--- src/hw/rtl/ttd_pkg.sv ---
// ============================================================================
// ttd_pkg
// Shared types and constants for the touch tap and drag recognizer: event and
// result codes, register indexes, and the structs passed between its modules.
// ============================================================================
package ttd_pkg;

    localparam int CoordW = 15;
    localparam int StepW  = 16;
    localparam int AddrW  = 5;
    localparam int DataW  = 32;

    // Event kinds carried in the input tuser field.
    typedef enum logic [1:0] {
        MODE_PRESS   = 2'd0,
        MODE_MOVE    = 2'd1,
        MODE_RELEASE = 2'd2,
        MODE_OTHER   = 2'd3
    } t_mode;

    // Gesture codes carried in the output tuser field.
    typedef enum logic [1:0] {
        GEST_NONE    = 2'd0,
        GEST_DRAGGED = 2'd1,
        GEST_TOUCHED = 2'd2
    } t_gesture;

    // Register indexes; byte address is four times the index.
    typedef enum logic [2:0] {
        REG_REGION_LEFT   = 3'd0,
        REG_REGION_TOP    = 3'd1,
        REG_REGION_WIDTH  = 3'd2,
        REG_REGION_HEIGHT = 3'd3,
        REG_DRAG_THRESH   = 3'd4,
        REG_VERT_EN       = 3'd5,
        REG_HORIZ_EN      = 3'd6,
        REG_MULTI_AXIS_EN = 3'd7
    } t_reg_idx;

    typedef struct packed {
        logic [CoordW-1:0] region_left;
        logic [CoordW-1:0] region_top;
        logic [CoordW-1:0] region_width;
        logic [CoordW-1:0] region_height;
        logic [CoordW-1:0] drag_threshold;
        logic              vertical_enable;
        logic              horizontal_enable;
        logic              multi_axis_enable;
    } t_cfg;

    typedef struct packed {
        t_mode             mode;
        logic [CoordW-1:0] point_x;
        logic [CoordW-1:0] point_y;
    } t_event;

    typedef struct packed {
        t_gesture                 gesture;
        logic signed [StepW-1:0]  drag_dx;
        logic signed [StepW-1:0]  drag_dy;
    } t_result;

    // Stage handshake between the input register and the rest of the block.
    typedef struct packed {
        logic   valid;
        t_event evt;
    } t_in_stage;

endpackage

--- src/hw/rtl/touch_tap_drag_recognizer.sv ---
// An accepted event passes the input register, then its result is loaded into the result register.
// Throughput: one event per cycle while the output is not stalled, set by the input
// register feeding a single pass of compare and subtract logic into the result register.
// Every event yields exactly one result transaction.
// Reset (synchronous, active low) disarms, clears both locks and the stored
// point, empties both registers and loads the register defaults.
// ============================================================================
// touch_tap_drag_recognizer
// Top level: stream input of touch events, stream output of gesture results,
// APB configuration port.
// ============================================================================
module touch_tap_drag_recognizer (
    input  logic                       i_clk,
    input  logic                       i_rst_n,
    input  logic                       s_tvalid,
    output logic                       s_tready,
    input  logic [31:0]                s_tdata,   // [14:0] point_x, [29:15] point_y
    input  logic [1:0]                 s_tuser,   // [1:0] mode
    output logic                       m_tvalid,
    input  logic                       m_tready,
    output logic [31:0]                m_tdata,   // [15:0] drag_dx, [31:16] drag_dy
    output logic [1:0]                 m_tuser,   // [1:0] gesture
    input  logic                       psel,
    input  logic                       penable,
    input  logic                       pwrite,
    input  logic [ttd_pkg::AddrW-1:0]  paddr,
    input  logic [ttd_pkg::DataW-1:0]  pwdata,
    output logic [ttd_pkg::DataW-1:0]  prdata,
    output logic                       pready
);
    import ttd_pkg::*;

    t_cfg      w_cfg;
    t_event    w_in_evt;
    t_in_stage w_stage;
    t_result   w_result;
    t_result   w_out;
    logic      w_out_ready;
    logic      w_fire;

    // The result register can load when empty or when its transaction completes.
    assign w_out_ready = !m_tvalid || m_tready;
    assign s_tready    = !w_stage.valid || w_out_ready;
    assign w_fire      = w_stage.valid && w_out_ready;

    assign w_in_evt.mode    = t_mode'(s_tuser);
    assign w_in_evt.point_x = s_tdata[CoordW-1:0];
    assign w_in_evt.point_y = s_tdata[2*CoordW-1:CoordW];

    ttd_cfg u_cfg (
        .i_clk   (i_clk),
        .i_rst_n (i_rst_n),
        .psel    (psel),
        .penable (penable),
        .pwrite  (pwrite),
        .paddr   (paddr),
        .pwdata  (pwdata),
        .prdata  (prdata),
        .pready  (pready),
        .o_cfg   (w_cfg)
    );

    ttd_in_stage u_in (
        .i_clk   (i_clk),
        .i_rst_n (i_rst_n),
        .i_load  (s_tready),
        .i_valid (s_tvalid),
        .i_evt   (w_in_evt),
        .o_stage (w_stage)
    );

    ttd_gesture u_gesture (
        .i_clk    (i_clk),
        .i_rst_n  (i_rst_n),
        .i_fire   (w_fire),
        .i_cfg    (w_cfg),
        .i_evt    (w_stage.evt),
        .o_result (w_result)
    );

    ttd_out_stage u_out (
        .i_clk    (i_clk),
        .i_rst_n  (i_rst_n),
        .i_load   (w_out_ready),
        .i_valid  (w_stage.valid),
        .i_result (w_result),
        .o_valid  (m_tvalid),
        .o_result (w_out)
    );

    assign m_tuser = w_out.gesture;
    assign m_tdata = {w_out.drag_dy, w_out.drag_dx};

endmodule

--- src/hw/rtl/ttd_cfg.sv ---
// ============================================================================
// ttd_cfg
// APB register file holding the sensitive rectangle, the drag threshold and
// the axis enables. Writes complete in the access phase; pready is always high.
// ============================================================================
module ttd_cfg (
    input  logic                       i_clk,
    input  logic                       i_rst_n,
    input  logic                       psel,
    input  logic                       penable,
    input  logic                       pwrite,
    input  logic [ttd_pkg::AddrW-1:0]  paddr,
    input  logic [ttd_pkg::DataW-1:0]  pwdata,
    output logic [ttd_pkg::DataW-1:0]  prdata,
    output logic                       pready,
    output ttd_pkg::t_cfg              o_cfg
);
    import ttd_pkg::*;

    t_cfg     r_cfg;
    t_reg_idx w_idx;
    logic     w_wr;

    assign pready = 1'b1;
    assign w_idx  = t_reg_idx'(paddr[AddrW-1:2]);
    assign w_wr   = psel && penable && pwrite && pready;

    // Register writes; each field keeps only its own low bits.
    always_ff @(posedge i_clk) begin
        if (!i_rst_n) begin
            r_cfg.region_left       <= '0;
            r_cfg.region_top        <= '0;
            r_cfg.region_width      <= '1;
            r_cfg.region_height     <= '1;
            r_cfg.drag_threshold    <= '0;
            r_cfg.vertical_enable   <= 1'b1;
            r_cfg.horizontal_enable <= 1'b1;
            r_cfg.multi_axis_enable <= 1'b0;
        end else if (w_wr) begin
            case (w_idx)
                REG_REGION_LEFT:   r_cfg.region_left       <= pwdata[CoordW-1:0];
                REG_REGION_TOP:    r_cfg.region_top        <= pwdata[CoordW-1:0];
                REG_REGION_WIDTH:  r_cfg.region_width      <= pwdata[CoordW-1:0];
                REG_REGION_HEIGHT: r_cfg.region_height     <= pwdata[CoordW-1:0];
                REG_DRAG_THRESH:   r_cfg.drag_threshold    <= pwdata[CoordW-1:0];
                REG_VERT_EN:       r_cfg.vertical_enable   <= pwdata[0];
                REG_HORIZ_EN:      r_cfg.horizontal_enable <= pwdata[0];
                REG_MULTI_AXIS_EN: r_cfg.multi_axis_enable <= pwdata[0];
                default:           r_cfg <= r_cfg;
            endcase
        end
    end

    // Read-back of the addressed register, zero extended.
    always_comb begin
        case (w_idx)
            REG_REGION_LEFT:   prdata = DataW'(r_cfg.region_left);
            REG_REGION_TOP:    prdata = DataW'(r_cfg.region_top);
            REG_REGION_WIDTH:  prdata = DataW'(r_cfg.region_width);
            REG_REGION_HEIGHT: prdata = DataW'(r_cfg.region_height);
            REG_DRAG_THRESH:   prdata = DataW'(r_cfg.drag_threshold);
            REG_VERT_EN:       prdata = DataW'(r_cfg.vertical_enable);
            REG_HORIZ_EN:      prdata = DataW'(r_cfg.horizontal_enable);
            REG_MULTI_AXIS_EN: prdata = DataW'(r_cfg.multi_axis_enable);
            default:           prdata = '0;
        endcase
    end

    assign o_cfg = r_cfg;

endmodule

--- src/hw/rtl/ttd_in_stage.sv ---
// ============================================================================
// ttd_in_stage
// Input register: captures one touch event per accepted transaction and holds
// it until the gesture logic consumes it.
// ============================================================================
module ttd_in_stage (
    input  logic                        i_clk,
    input  logic                        i_rst_n,
    input  logic                        i_load,
    input  logic                        i_valid,
    input  ttd_pkg::t_event             i_evt,
    output ttd_pkg::t_in_stage          o_stage
);
    import ttd_pkg::*;

    logic   r_valid;
    t_event r_evt;

    // Valid flag follows the upstream side whenever the stage may load.
    always_ff @(posedge i_clk) begin
        if (!i_rst_n) begin
            r_valid <= 1'b0;
        end else if (i_load) begin
            r_valid <= i_valid;
        end
    end

    // Event payload is captured only on an accepted transaction.
    always_ff @(posedge i_clk) begin
        if (i_load && i_valid) begin
            r_evt <= i_evt;
        end
    end

    assign o_stage.valid = r_valid;
    assign o_stage.evt   = r_evt;

endmodule

--- src/hw/rtl/ttd_gesture.sv ---
// ============================================================================
// ttd_gesture
// Gesture state and single-pass decision logic: region test on press, step
// and axis locking on move, tap detection on release.
// ============================================================================
module ttd_gesture (
    input  logic              i_clk,
    input  logic              i_rst_n,
    input  logic              i_fire,
    input  ttd_pkg::t_cfg     i_cfg,
    input  ttd_pkg::t_event   i_evt,
    output ttd_pkg::t_result  o_result
);
    import ttd_pkg::*;

    logic              r_armed;
    logic              r_vlock;
    logic              r_hlock;
    logic [CoordW-1:0] r_prev_x;
    logic [CoordW-1:0] r_prev_y;

    logic              n_armed;
    logic              n_vlock;
    logic              n_hlock;
    logic              w_store_pt;

    logic              w_in_x;
    logic              w_in_y;
    logic [CoordW:0]   w_x_end;
    logic [CoordW:0]   w_y_end;
    logic signed [StepW-1:0] w_dx;
    logic signed [StepW-1:0] w_dy;
    logic [StepW-1:0]  w_dx_abs;
    logic [StepW-1:0]  w_dy_abs;
    logic [CoordW-1:0] w_ax;
    logic [CoordW-1:0] w_ay;
    logic              w_lock_v;
    logic              w_lock_h;

    // Rectangle test; the end bound is one bit wider so it cannot wrap.
    assign w_x_end = {1'b0, i_cfg.region_left} + {1'b0, i_cfg.region_width};
    assign w_y_end = {1'b0, i_cfg.region_top}  + {1'b0, i_cfg.region_height};
    assign w_in_x  = (i_evt.point_x >= i_cfg.region_left) && ({1'b0, i_evt.point_x} < w_x_end);
    assign w_in_y  = (i_evt.point_y >= i_cfg.region_top)  && ({1'b0, i_evt.point_y} < w_y_end);

    // Step from the stored point and its magnitude past the threshold.
    assign w_dx     = $signed({1'b0, i_evt.point_x}) - $signed({1'b0, r_prev_x});
    assign w_dy     = $signed({1'b0, i_evt.point_y}) - $signed({1'b0, r_prev_y});
    assign w_dx_abs = w_dx[StepW-1] ? StepW'(-w_dx) : StepW'(w_dx);
    assign w_dy_abs = w_dy[StepW-1] ? StepW'(-w_dy) : StepW'(w_dy);
    assign w_ax     = (w_dx_abs[CoordW-1:0] > i_cfg.drag_threshold) ? w_dx_abs[CoordW-1:0] : '0;
    assign w_ay     = (w_dy_abs[CoordW-1:0] > i_cfg.drag_threshold) ? w_dy_abs[CoordW-1:0] : '0;

    // Lock choice for a move while no axis is locked yet.
    always_comb begin
        w_lock_v = 1'b0;
        w_lock_h = 1'b0;
        if (i_cfg.multi_axis_enable) begin
            w_lock_v = i_cfg.vertical_enable && (w_ay != '0);
            w_lock_h = i_cfg.horizontal_enable && (w_ax != '0);
        end else if (i_cfg.vertical_enable && i_cfg.horizontal_enable) begin
            w_lock_v = (w_ay > w_ax);
            w_lock_h = !(w_ay > w_ax) && (w_ax != '0);
        end else if (i_cfg.vertical_enable) begin
            w_lock_v = (w_ay != '0);
        end else if (i_cfg.horizontal_enable) begin
            w_lock_h = (w_ax != '0);
        end
    end

    // Next state and result for the event in the input register.
    always_comb begin
        n_armed    = r_armed;
        n_vlock    = r_vlock;
        n_hlock    = r_hlock;
        w_store_pt = 1'b0;
        o_result.gesture = GEST_NONE;
        o_result.drag_dx = '0;
        o_result.drag_dy = '0;
        case (i_evt.mode)
            MODE_PRESS: begin
                if (w_in_x && w_in_y) begin
                    n_armed    = 1'b1;
                    n_vlock    = 1'b0;
                    n_hlock    = 1'b0;
                    w_store_pt = 1'b1;
                end
            end
            MODE_MOVE: begin
                if (r_armed) begin
                    w_store_pt = 1'b1;
                    if (!r_vlock && !r_hlock) begin
                        n_vlock = w_lock_v;
                        n_hlock = w_lock_h;
                    end
                    if (n_vlock || n_hlock) begin
                        o_result.gesture = GEST_DRAGGED;
                        o_result.drag_dx = n_hlock ? w_dx : '0;
                        o_result.drag_dy = n_vlock ? w_dy : '0;
                    end
                end
            end
            MODE_RELEASE: begin
                if (r_armed) begin
                    n_armed = 1'b0;
                    if (!r_vlock && !r_hlock) begin
                        o_result.gesture = GEST_TOUCHED;
                    end
                end
            end
            default: begin
                n_armed = r_armed;
            end
        endcase
    end

    // State update when the event moves on to the result register.
    always_ff @(posedge i_clk) begin
        if (!i_rst_n) begin
            r_armed  <= 1'b0;
            r_vlock  <= 1'b0;
            r_hlock  <= 1'b0;
            r_prev_x <= '0;
            r_prev_y <= '0;
        end else if (i_fire) begin
            r_armed <= n_armed;
            r_vlock <= n_vlock;
            r_hlock <= n_hlock;
            if (w_store_pt) begin
                r_prev_x <= i_evt.point_x;
                r_prev_y <= i_evt.point_y;
            end
        end
    end

endmodule

--- src/hw/rtl/ttd_out_stage.sv ---
// ============================================================================
// ttd_out_stage
// Result register: holds one gesture result until the downstream side takes
// the transaction.
// ============================================================================
module ttd_out_stage (
    input  logic              i_clk,
    input  logic              i_rst_n,
    input  logic              i_load,
    input  logic              i_valid,
    input  ttd_pkg::t_result  i_result,
    output logic              o_valid,
    output ttd_pkg::t_result  o_result
);
    import ttd_pkg::*;

    logic    r_valid;
    t_result r_result;

    // Valid flag reloads whenever the register is empty or being drained.
    always_ff @(posedge i_clk) begin
        if (!i_rst_n) begin
            r_valid <= 1'b0;
        end else if (i_load) begin
            r_valid <= i_valid;
        end
    end

    // Result payload is captured with each new event.
    always_ff @(posedge i_clk) begin
        if (i_load && i_valid) begin
            r_result <= i_result;
        end
    end

    assign o_valid  = r_valid;
    assign o_result = r_result;

endmodule

--- config.mk ---
export PLATFORM = sky130hd
export DESIGN_NAME = touch_tap_drag_recognizer
export DESIGN_NICKNAME = d
export VERILOG_FILES = /design/src/hw/rtl/ttd_pkg.sv /design/src/hw/rtl/touch_tap_drag_recognizer.sv /design/src/hw/rtl/ttd_cfg.sv /design/src/hw/rtl/ttd_in_stage.sv /design/src/hw/rtl/ttd_gesture.sv /design/src/hw/rtl/ttd_out_stage.sv
export SDC_FILE = /design/constraint.sdc
export NUM_CORES = 1
export LEC_CHECK = 0
export ABC_CLOCK_PERIOD_IN_PS = 8740
export BUFFER_PORTS_ARGS = -buffer_cell sky130_fd_sc_hd__buf_2
export CORE_ASPECT_RATIO = 0.7
export CORE_MARGIN = 10
export CORE_UTILIZATION = 50
export CTS_CLUSTER_DIAMETER = 80
export DETAILED_ROUTE_END_ITERATION = 8
export PLACE_DENSITY = 0.69
export SETUP_SLACK_MARGIN = 0.05
export SYNTH_ARGS = -nofsm -noshare
export SYNTH_HDL_FRONTEND = slang
export SYNTH_HIERARCHICAL = 1
export SYNTH_SLANG_ARGS = --single-unit
--- constraint.sdc ---
create_clock -name i_clk -period 8.74 [get_ports i_clk]
set_input_delay 1.311 -clock i_clk [delete_from_list [all_inputs] [get_ports i_clk]]
set_output_delay 1.311 -clock i_clk [all_outputs]
set_load 0.01 [all_outputs]
Word-level counts from Yosys, hierarchy flattened
Cells that the tools add are included.
{ "op_classes": {"n_mux": 35, "n_lt_le_gt_ge": 7, "n_addsub": 6, "n_reduce_logical": 39, "n_eq_ne": 11} }
{ "ops": {"columns": ["op", "count"], "rows": [
  ["case mux 32 bit (8 select lines)", 1],
  ["two-way mux 15 bit", 4],
  ["> comparator 15 bit", 3],
  ["two-way mux 34 bit", 1],
  ["two-way mux 33 bit", 1],
  ["adder 15 x 15 -> 16 bit", 2],
  ["less-than comparator 15 x 16 -> 1 bit", 2],
  ["two-way mux 16 bit", 2],
  ["subtractor 15 x 15 -> 16 bit", 2],
  [">= comparator 15 bit", 2],
  ["negation 15 bit", 2],
  ["nonzero test 15 bit", 2],
  ["two-way mux 1 bit", 19],
  ["AND reduction 2 bit", 9],
  ["== test 3 bit, second input constant", 4],
  ["logical AND 1 bit", 12],
  ["AND reduction 4 bit", 3],
  ["case mux 1 bit (2 select lines)", 4],
  ["== test 3 x 2 -> 1 bit, second input constant", 2],
  ["logical NOT 1 bit", 5],
  ["two-way mux 2 bit", 2],
  ["!= test 2 x 1 -> 1 bit, second input constant", 2],
  ["case mux 2 bit (2 select lines)", 1],
  ["nonzero test 2 bit", 2],
  ["7 further kinds", 9]
]} }
{ "word_totals": {"elab_cells": 119, "regBits": 179, "out_inout_bits": 69, "inputBits": 78} }

Logic depth before layout (Yosys ltp)
Gate-level depths: netlist of run 1.
{ "logic_depth": {"word_depth": 17, "ltp_mapped": 32, "mapped_depth_nobuf": 31} }

Modules after synthesis
The synthesis of run 1 kept the hierarchy.
{ "modules_own_cells": {"columns": ["mod", "area_per_inst_um2", "seq_area_each_um2", "cells_per_inst", "instances"], "rows": [
  ["ttd_gesture", 8315.5, 660.6, 1098, 1],
  ["ttd_cfg", 3908.7, 1561.5, 435, 1],
  ["ttd_out_stage", 1064.8, 1041.0, 38, 1],
  ["ttd_in_stage", 1012.2, 980.9, 37, 1],
  ["touch_tap_drag_recognizer", 30.0, 0.0, 3, 1]
]} }

Worst setup path before layout of run 1
OpenSTA, ideal clock, no wires.
{ "synth_timing": {"path_type": "register to register", "startpoint": "reg u_in.r_evt (netlist bit u_in/o_stage[0])", "endpoint": "reg u_out.r_result (netlist bit u_out/o_result[28]) (data pin)", "setup_slack_ns": 1.556, "arrival_time_ns": 7.017, "setup_ns": 0.167, "path_buffers": 2, "synth_period_minus_slack_ns": 7.184, "required_time_ns": 8.573, "path_stages_with_launch": 33, "path_cell_list": "edfxtp_1 inv_1 ha_1 inv_1 fa_1 a211oi_1 nor2_1 xor2_1 or4_4 nor3_4 a21oi_1 xor2_1 inv_1 ha_1 a21o_1 a21o_1 a21oi_1 nand2_1 o21ai_0 clkbuf_1 nor2_1 ha_1 nor2b_1 o21a_1 o21a_1 o21a_1 o211ai_1 a21oi_1 o2111a_1 a2111oi_0 o31ai_4 buf_6 a211oi_1"} }
{ "synth_between": {"elab_chain_cells": 15, "word_cells_on_any_way": 23, "classes_between": "add/sub: 2; order compare: 2; mux: 13; reduce/logical: 6"} }
{ "synth_rtl": {"columns": ["element", "line", "rtl"], "rows": [
  ["from (decl)", "ttd_in_stage.sv:17", "t_event r_evt;"],
  ["from (signal assigned)", "ttd_in_stage.sv:31", "r_evt <= i_evt;"],
  ["subtractor 15 x 15 -> 16 bit *", "ttd_gesture.sv:48", "assign w_dy = $signed({1'b0, i_evt.point_y}) - $signed({1'b0, r_prev_y});"],
  ["negation 15 bit", "ttd_gesture.sv:50", "assign w_dy_abs = w_dy[StepW-1] ? StepW'(-w_dy) : StepW'(w_dy);"],
  ["two-way mux 15 bit *", "ttd_gesture.sv:50", null],
  ["> comparator 15 bit", "ttd_gesture.sv:52", "assign w_ay = (w_dy_abs[CoordW-1:0] > i_cfg.drag_threshold) ? w_dy_abs[CoordW-1:0] : '0;"],
  ["two-way mux 15 bit *", "ttd_gesture.sv:52", null],
  ["> comparator 15 bit", "ttd_gesture.sv:62, ttd_gesture.sv:63", null],
  ["logical NOT 1 bit", "ttd_gesture.sv:63", "w_lock_h = !(w_ay > w_ax) && (w_ax != '0);"],
  ["logical AND 1 bit", "ttd_gesture.sv:63", null],
  ["two-way mux 1 bit", "ttd_gesture.sv:61", "end else if (i_cfg.vertical_enable && i_cfg.horizontal_enable) begin"],
  ["two-way mux 1 bit", "ttd_gesture.sv:58", "if (i_cfg.multi_axis_enable) begin"],
  ["two-way mux 1 bit", "ttd_gesture.sv:92", "if (!r_vlock && !r_hlock) begin"],
  ["two-way mux 1 bit", "ttd_gesture.sv:90", "if (r_armed) begin"],
  ["two-way mux 1 bit", "ttd_gesture.sv:80", "case (i_evt.mode)"],
  ["logical OR 1 bit", "ttd_gesture.sv:96", "if (n_vlock || n_hlock) begin"],
  ["AND reduction 4 bit (no source line) *", null, null],
  ["to (signal assigned)", "ttd_out_stage.sv:32", "r_result <= i_result;"],
  ["to (decl)", "ttd_out_stage.sv:18", "t_result r_result;"]
]} }
Every way passes the cells marked *; elsewhere a longest branch is shown, timed or not. The select of a mux whose other input is x is not followed.
A chain may end at the register's enable or synchronous reset.

Worst setup path in the final report of run 1
{ "layout_timing": {"startpoint": "reg u_in.r_evt (netlist bit u_in/o_stage[0])", "endpoint": "reg u_out.r_result (netlist bit u_out/o_result[31]) (data pin)"} }
Same word-level chain as after synthesis.

==> impl_metrics.tcl, run 1 <==
set metrics [dict create \
    timing.reg2reg.setup_slack_ps 540 \
    route.met3.wl_um 3000 \
    drt-total-wl_um 40400 \
    cts.hold.buffers_added 0 \
    critical_path.reg2reg.endpoint "u_out/o_result[31]" \
    port_buffers 107 \
    hold_end "u_cfg/o_cfg[6]" \
    drc 0 \
    critical_path.max_fanout 18 \
    synth_largest_area_cell "dfxtp_1" \
    hold_path_depth 2 \
    grt_start_max_net_pins 80 \
    highest_layer "met4" \
    hold_class "flip-flop to flip-flop" \
    final_util 0.559 \
    final-max-slew-violation-count 0 \
    placeableCoreArea_um2 28000 \
    setup-violations-final 0 \
    number_of_global_route_vias_before_repair 11400 \
    clock_latency_ps 460 \
    place.detailed.instances 2034 \
    worst_path_max_delay_cell "a2111oi_1" \
    leakagePower_nw 6.49 \
    first_pass_iters 5 \
    fin_skew_ps 12.0 \
    syn-cell-area_um2 14300 \
    power_density_nw_per_um2 160 \
    synth-seq-area-share 0.296 \
    grt_first_pass_wirelength_um 63200 \
    dr_wl_met2_um 17400 \
    finish.cell_count_without_fillers 2068 \
    cts_repair_resize_count 0 \
    synthDominantCellAreaShare 0.158 \
    pre_cts_ws_ps 660 \
    clock_sinks 179 \
    start_kind "flip-flop" \
    row_cnt 51 \
    ys_dominant_reg_cell "dfxtp_1" \
    postCtsSetupBuffers 0 \
    synthToLayoutAreaGrowth_pct 9.27 \
    placed_area_um2 15000 \
    crit-reg2reg-launch "u_in/o_stage[0]" \
    vias_after_detailed_routing 12100 \
    cts_made_buffers 17 \
    ir_drop_mv 0.141 \
    avgSynthCellArea_um2 8.90 \
    critical_path_required_ps 8980 \
    wire_per_inst_um 19.5 \
    ys_types 92 \
    drtIter0Drc 1160 \
    grt_remaining_overflow 0 \
    postLayoutSetupSlackWorst_ps 535 \
    die_area_um2 35900 \
    drt.antenna.violating_nets 0 \
    clk_path_buf_depth 2 \
    achievable-frequency_ghz 0.122 \
    maxCapViolCount 0 \
    ctsHtreeMaxLevel 4 \
    clock_tree_from_tritoncts "yes" \
    finalInstanceArea_um2 15700 \
    num_io_pins 147 \
    worstRegToRegCells 29 \
    dp_hpwl_um 31400 \
    root_buffer "clkbuf_16" \
    power.total_mw 2.50 \
    drive_above_1_share 0.110 \
    final.setup.tns_ps 0 \
    initial_utilization 0.512 \
    final_net_count 1932 \
    postSynth.asyncResetShare 0 \
    synthesis.yosys.warnings 6 \
    run_status "finished, final reports clean" \
    tightestPinTransition_ps 1290 \
    timing.critical_path.arrival_ps 8450 \
    synth.top_cells.by_area "dfxtp_1 16%, ha_1 15%, edfxtp_1 14%, mux2i_1 7.5%, a21oi_1 4.2%" \
    die_height_um 162 \
    whs_ps 494 \
    drt-vias-per-instance 5.85 \
    hold_violations 0 \
    post_synth_inst_count 1611 \
    clkTransAtPathRegs_ps 80 \
    antenna_violations_before_repair 2 \
    groute.usage.overall 0.217 \
    synth_commonest_cells "168 x ha_1, 142 x nand2_1, 120 x a21oi_1" \
    wl_met1_um 19500 \
    die_width_um 222 \
    min_period_over_period 0.939 \
    ys_ff_latch 179 \
    hold_path_startpoint "u_cfg/o_cfg[6]" \
    type_of_the_worst_setup_path "flip-flop to flip-flop" \
    max_slew_margin 0.133 \
    synth_enable_flop_cells 66 \
    multi_input_area_um2 9250 \
    cp_slowest_stage_delay_ps 690 \
    min_period_ps 8200 \
    synth_most_common_cell "ha_1" \
    rsz_0062_raised_after_global_routing "false" \
    fillerInstances 2579 \
    timing.critical_path.to_type "flip-flop" \
    reg_area_um2 4240 \
    gp_routability_congestion 0.934 \
]
-- power by group --
group | total [mW] | internal, mW | switching [mW]
Clock | 0.841 | 0.467 | 0.374
Sequential | 0.906 | 0.884 | 0.0225
Combinational | 0.755 | 0.294 | 0.460
Total | 2.50 | 1.65 | 0.856
-- cell usage in the layout, fill, tap and decap left out, types with 10 or more instances in the layout --
| cell | Yosys | routed |
|---|---|---|
| dfxtp_1 | 113 | 113 |
| nor4_1 | 11 | 11 |
| a21oi_1 | 120 | 120 |
| conb_1 | 2 | 18 |
| edfxtp_1 | 66 | 66 |
| nor2b_1 | 87 | 87 |
| o21bai_1 | 15 | 15 |
| nand2b_1 | 29 | 29 |
| nand2_1 | 142 | 142 |
| a21o_1 | 47 | 47 |
| o211ai_1 | 19 | 19 |
| clkbuf_16 | 0 | 19 |
| o21ai_0 | 44 | 44 |
| buf_2 | 11 | 106 |
| xnor2_1 | 33 | 33 |
| nand3_1 | 33 | 33 |
| xor2_1 | 31 | 31 |
| inv_1 | 119 | 119 |
| buf_4 | 21 | 10 |
| mux2i_1 | 108 | 108 |
| nand4_1 | 23 | 23 |
| ha_1 | 168 | 168 |
| nor3_1 | 23 | 23 |
| a211oi_1 | 26 | 26 |
| o21a_1 | 22 | 22 |
| nor2_1 | 74 | 74 |
-- registers in the layout (all words and copies together), names as in the netlist --
signal	cells
u_gesture/r_prev_x	15
u_gesture/r_armed	1
u_cfg/o_cfg	78
u_in/r_valid	1
u_in/o_stage	32
u_out/o_result	34
u_gesture/r_vlock	1
u_out/o_valid	1
u_gesture/r_hlock	1
u_gesture/r_prev_y	15
-- area by class of cell --
class / count / share of cell area
repair buffers: 116 / 0.0387
clock buffers: 20 / 0.0306
clock inverters: 12 / 0.00983
multi-input cells: 1247 / 0.591
flip-flops and latches: 179 / 0.271
diodes: 2 / 0.000320
well taps: 371 / 0.0296
inverters: 121 / 0.0290
-- worst max-delay path, delay by kind of cell (launching register included) --
| family | cells | cell delay (ps) |
|---|---|---|
| AND/OR/NAND/NOR | 6 | 1610 |
| AO/OA/AOI/OAI | 14 | 3720 |
| adder cells (fa/ha/maj) | 4 | 1130 |
| buffers and inverters | 3 | 270 |
| flip-flops | 1 | 410 |
| XOR/XNOR | 2 | 850 |
-- cells by family after synthesis --
kind of cell / count (synthesis) / synth area share
and+or+nand+nor: 487 / 0.178
AOI/OAI and AO/OA: 392 / 0.188
buffers and inverters: 201 / 0.0641
DFF: 179 / 0.296
adders and majority gates: 172 / 0.152
muxes: 113 / 0.0809
xor gates and xnor gates: 65 / 0.0402
other: 2 / 0.000524
-- worst max-delay path by stage --
stage | startpoint | endpoint | slack (ps) | depth (start not counted)
detailed placement | u_in/o_stage[0] | u_out/o_result[18] | 660 | 29
CTS | u_in/o_stage[0] | u_out/o_result[18] | 560 | 29
global route | u_in/o_stage[0] | u_out/o_result[31] | 100 | 28
global placement | u_in/o_stage[0] | u_out/o_result[20] | 770 | 29
finish | u_in/o_stage[0] | u_out/o_result[31] | 540 | 29
floorplan | u_in/o_stage[0] | u_out/o_result[28] | 1560 | 32
-- metal layers --
layer | GRT usage | vias to the layer above
li1 | - | 5947
met3 | 0.0436 | 37
met1 | 0.311 | 5722
met5 | 0 | -
met2 | 0.326 | 385
met4 | 0.0530 | 0
(Power assumes the default switching activity.)
==> run 2, diff against run 1 <==
- CORE_MARGIN: 10 -> 8
==> impl_metrics.tcl, run 2 (synthesized netlist as in run 1, its figures left out) <==
set metrics [dict create \
    wire_per_inst_um 19.3 \
    comb_power_share 0.305 \
    setup-violations-final 0 \
    final-max-slew-violation-count 0 \
    clock_tree_from_tritoncts "yes" \
    clock_group_share_of_total_power 0.326 \
    first_pass_iters 5 \
    timing.critical_path.to_type "flip-flop" \
    switching_share 0.352 \
    cts_made_buffers 17 \
    number_of_global_route_vias_before_repair 11500 \
    final_net_count 1931 \
    diodes 0 \
    grt_first_pass_wirelength_um 62600 \
    type_of_the_worst_setup_path "flip-flop to flip-flop" \
    maxCapViolCount 0 \
    timing.critical_path.arrival_ps 8330 \
    cp_slowest_stage_delay_ps 620 \
    max_slew_margin 0.107 \
    fillerInstances 2613 \
    antenna_violations_before_repair 0 \
    min_period_ps 8080 \
    achievable-frequency_ghz 0.124 \
    power_report.internal_total_mw 1.59 \
    commonest_cells_after_routing_fill_and_taps_aside "168 x ha_1, 142 x nand2_1, 120 x a21oi_1" \
    drc 0 \
    row_cnt 52 \
    die_width_um 218 \
    leakagePower_nw 6.47 \
    postCtsSetupBuffers 0 \
    port_buffers 107 \
    placeableCoreArea_um2 28600 \
    ir_drop_mv 0.155 \
    clkTransAtPathRegs_ps 80 \
    clk_path_buf_depth 2 \
    synthToLayoutAreaGrowth_pct 9.07 \
    final.setup.tns_ps 0 \
    fin_skew_ps 16.8 \
    root_buffer "clkbuf_16" \
    initial_utilization 0.502 \
    largest_register_ff_count 78 \
    hold_class "flip-flop to flip-flop" \
    power.sequential.fraction 0.369 \
    critical_path_required_ps 8990 \
    clock_sinks 179 \
    groute.usage.overall 0.229 \
    min_period_over_period 0.924 \
    start_kind "flip-flop" \
    multi_input_area_um2 9250 \
    drtIter0Drc 1015 \
    drt-vias-per-instance 5.80 \
    drt-total-wl_um 40000 \
    hold_violations 0 \
    reg_area_um2 4240 \
    grt_start_max_net_pins 74 \
    tightestPinTransition_ps 1330 \
    rsz_0062_raised_after_global_routing "false" \
    dp_hpwl_um 31500 \
    drive_above_1_share 0.110 \
    net_switching_power_mw 0.866 \
    worst_path_max_delay_cell "a2111oi_1" \
    die_height_um 158 \
    most_common_cell_after_layout_fill_and_taps_aside "ha_1" \
    vias_after_detailed_routing 12000 \
    clock_latency_ps 450 \
    power_density_nw_per_um2 157 \
    grt_remaining_overflow 0 \
    num_io_pins 147 \
    drt.antenna.violating_nets 0 \
    final_util 0.547 \
    gp_routability_congestion 0.910 \
    ctsHtreeMaxLevel 4 \
    die_area_um2 34400 \
    run_status "finished, final reports clean" \
    critical_path.max_fanout 18 \
]
==> run 2: worst paths after layout <==
kind / slack (ps) / cells past startpoint / endpoint / start
min reg2reg: 480 / 2 / u_cfg/o_cfg[5] / u_cfg/o_cfg[5]
max: 660 / 30 / u_out/o_result[17] / u_in/o_stage[0]
min: 480 / 2 / u_cfg/o_cfg[5] / u_cfg/o_cfg[5]
max reg2reg: 660 / 30 / u_out/o_result[17] / u_in/o_stage[0]
==> run 2: routing by layer <==
metal	up-vias	routed length (um)	global-route usage
li1	5929	-	-
met1	5697	19500	0.330
met2	355	17400	0.350
met3	40	2670	0.0424
met4	0	471	0.0514
met5	-	0	0
==> run 2: layout make-up <==
cell class,count,share of cell area
well taps,378,0.0303
clock inverters,15,0.0117
inverters,121,0.0291
clock buffers,17,0.0272
multi-input cells,1247,0.592
repair buffers,115,0.0383
flip-flops and latches,179,0.272
==> run 2: power groups by stage <==
stage | logic, mW | registers (mW) | clock network, mW
2_1_floorplan | 0.578 | 0.917 | 0
3_3_place_gp | 0.714 | 0.924 | 0
3_5_place_dp | 0.732 | 0.925 | 0
4_1_cts | 0.737 | 0.906 | 0.818
5_1_grt | 0.826 | 0.908 | 0.852
6_report | 0.749 | 0.906 | 0.802
==> run 2: per-stage QoR <==
| stage | setup WS (ps) | hold WS (ps) | total power [mW] | area [um^2] | cells |
|---|---|---|---|---|---|
| after global placement | 706 | 459 | 1.64 | 15000 | 2040 |
| after global routing | 72.1 | 501 | 2.59 | 15600 | 2072 |
| after detailed placement | 655 | 466 | 1.66 | 15000 | 2040 |
| after CTS | 577 | 476 | 2.46 | 15600 | 2072 |
| after floorplan | 1560 | 448 | 1.50 | 14400 | 1627 |
| final | 663 | 476 | 2.46 | 15600 | 2072 |
==> run 2: timing repair <==
| action | 4_1_cts | 5_1_grt |
|---|---|---|
| endpoints found under the setup margin | 0 | 17 |
| gates resized for setup | 0 | 1 |
| hold endpoints to repair | 0 | 0 |
| hold buffers | 0 | 0 |
==> run 2: critical path: cells and delay by family (launching register included) <==
family / cells / cell delay, ps
adders and majority gates: 4 / 1180
and+or+nand+nor: 6 / 1430
xor gates and xnor gates: 2 / 550
DFF: 1 / 410
AOI/OAI and AO/OA: 15 / 4020
buffers and inverters: 3 / 280
==> run 3, diff against run 2 <==
- ABC_CLOCK_PERIOD_IN_PS: 8740 -> 8050
- PLACE_DENSITY: 0.69 -> 0.7
- SYNTH_HIERARCHICAL: 1 -> default
- clock period: 8.74 -> 8.05 ns (I/O delays scaled with it)
==> impl_metrics.tcl, run 3 <==
set metrics [dict create \
    rsz_0062_raised_after_global_routing "false" \
    min_period_ps 7360 \
    largest_register_ff_count 78 \
    ctsHtreeMaxLevel 4 \
    fillerInstances 2540 \
    timing.critical_path.arrival_ps 7530 \
    cp_slowest_stage_delay_ps 660 \
    max_slew_margin 0.219 \
    clock_sinks 179 \
    drtIter0Drc 987 \
    drt-vias-per-instance 5.85 \
    die_height_um 155 \
    ir_drop_mv 0.165 \
    critical_path_required_ps 8220 \
    drt.antenna.violating_nets 0 \
    post_synth_inst_count 1611 \
    final.setup.tns_ps 0 \
    root_buffer "clkbuf_16" \
    whs_ps 491 \
    synth_most_common_cell "nand2_1" \
    placeableCoreArea_um2 27500 \
    cts_made_buffers 17 \
    synth-seq-area-share 0.307 \
    critical_path.max_fanout 17 \
    initial_utilization 0.502 \
    cts.hold.buffers_added 0 \
    synth_enable_flop_cells 66 \
    port_buffers 107 \
    type_of_the_worst_setup_path "flip-flop to flip-flop" \
    synthToLayoutAreaGrowth_pct 10.6 \
    synthesis.yosys.warnings 0 \
    achievable-frequency_ghz 0.136 \
    groute.usage.overall 0.230 \
    postLayoutSetupSlackWorst_ps 690 \
    grt_start_max_net_pins 100 \
    place.detailed.instances 2049 \
    fin_skew_ps 23.3 \
    highest_layer "met4" \
    row_cnt 51 \
    drt-total-wl_um 39400 \
    die_area_um2 33300 \
    critical-path-top-cell-by-count "ha_1" \
    final_util 0.555 \
    antenna_violations_before_repair 2 \
    drive_above_1_share 0.115 \
    worst_path_max_delay_cell "or4_1" \
    power.total_mw 2.59 \
    most_common_cell_after_layout_fill_and_taps_aside "nand2_1" \
    hold_violations 0 \
    avgSynthCellArea_um2 8.57 \
    clkTransAtPathRegs_ps 80 \
    synth.top_cells.by_area "dfxtp_1 16%, ha_1 15%, edfxtp_1 14%, nand2_1 6.4%, mux2i_1 3.3%" \
    synth_commonest_cells "235 x nand2_1, 168 x ha_1, 113 x dfxtp_1" \
    hold_class "flip-flop to flip-flop" \
    route.met3.wl_um 2950 \
    final-max-slew-violation-count 0 \
    postSynth.asyncResetShare 0 \
    maxCapViolCount 0 \
    vias_after_detailed_routing 12200 \
    grt_remaining_overflow 0 \
    ys_types 84 \
    synth_largest_area_cell "dfxtp_1" \
    synthDominantCellAreaShare 0.164 \
    number_of_global_route_vias_before_repair 11400 \
    grt_first_pass_wirelength_um 61900 \
    min_period_over_period 0.914 \
    ys_ff_latch 179 \
    setup-violations-final 0 \
    syn-cell-area_um2 13800 \
    finalInstanceArea_um2 15300 \
    final_net_count 1948 \
    placed_area_um2 14600 \
    start_kind "flip-flop" \
    tightestPinTransition_ps 1170 \
    finish.cell_count_without_fillers 2084 \
    wire_per_inst_um 18.9 \
    clock_tree_from_tritoncts "yes" \
    first_pass_iters 6 \
    ys_dominant_reg_cell "dfxtp_1" \
    drc 0 \
    gp_routability_congestion 0.921 \
    dr_wl_met2_um 17000 \
    num_io_pins 147 \
    wl_met1_um 19000 \
    power_density_nw_per_um2 170 \
    dp_hpwl_um 30700 \
    clock_latency_ps 460 \
    timing.critical_path.to_type "flip-flop" \
    leakagePower_nw 6.22 \
    run_status "finished, final reports clean" \
    commonest_cells_after_routing_fill_and_taps_aside "235 x nand2_1, 168 x ha_1, 113 x dfxtp_1" \
    die_width_um 215 \
    clk_path_buf_depth 2 \
    pre_cts_ws_ps 402 \
]
==> run 3: cell types whose count changed after synthesis, moves of 18 or more <==
cell / delta
a21oi_1: -38
nand2_1: +93
nor2b_1: -43
a21boi_0: +52
nand3_1: +27
mux2i_1: -62
inv_1: -18
a22oi_1: +18
==> run 3: cell families after synthesis <==
| family | Yosys count | synth area share |
|---|---|---|
| xor+xnor | 68 | 0.0437 |
| other cells | 2 | 0.000544 |
| mux | 50 | 0.0383 |
| compound gates | 405 | 0.205 |
| flops | 179 | 0.307 |
| buf+inv | 175 | 0.0547 |
| simple gates | 560 | 0.193 |
| fa+ha+maj | 172 | 0.158 |
==> run 3: final cells by class <==
type / instances / area [um^2] / area share
antenna: 2 / 5.00 / 0.000328
clock buffer: 17 / 425 / 0.0279
clock inverter: 15 / 163 / 0.0107
inverter: 101 / 379 / 0.0248
multi-input combinational: 1273 / 8910 / 0.584
sequential: 179 / 4240 / 0.278
tap: 371 / 464 / 0.0304
timing repair buffer: 126 / 678 / 0.0444
==> run 3: where the power goes <==
group,internal [mW],switching [mW],leakage (nW),total (mW)
combinational,0.306,0.456,4.36,0.762
clock,0.417,0.428,0.289,0.845
sequential,0.959,0.0220,1.57,0.981
total,1.68,0.906,6.22,2.59
==> run 3: critical path: cells and delay by family (launching register included) <==
family	cells	cell delay, ps
xor gates and xnor gates	2	730
AOI/OAI and AO/OA	12	2420
and+or+nand+nor	9	2000
buffers and inverters	2	300
DFF	1	380
adders and majority gates	4	1220
==> run 3: repair_timing <==
action | 4_1_cts | 5_1_grt
hold endpoints to repair | 0 | 0
resized for setup | 0 | 4
endpoints found under the setup margin | 0 | 17
setup buffers | 0 | 1
==> run 3: routing by layer <==
| metal | GRT usage | vias up |
|---|---|---|
| met5 | 0 | - |
| met4 | 0.0462 | 0 |
| met3 | 0.0452 | 31 |
| met2 | 0.347 | 413 |
| met1 | 0.335 | 5812 |
| li1 | - | 5939 |
==> run 3: path summary, 6_finish.rpt <==
check / from / slack (ps) / end / depth (start not counted)
setup / recovery: u_in.o_stage[0] / 690 / u_out.o_result[9] / 29
hold / removal: u_cfg.o_cfg[55] / 490 / u_cfg.o_cfg[55] / 2
setup reg to reg: u_in.o_stage[0] / 690 / u_out.o_result[9] / 29
hold reg to reg: u_cfg.o_cfg[55] / 490 / u_cfg.o_cfg[55] / 2
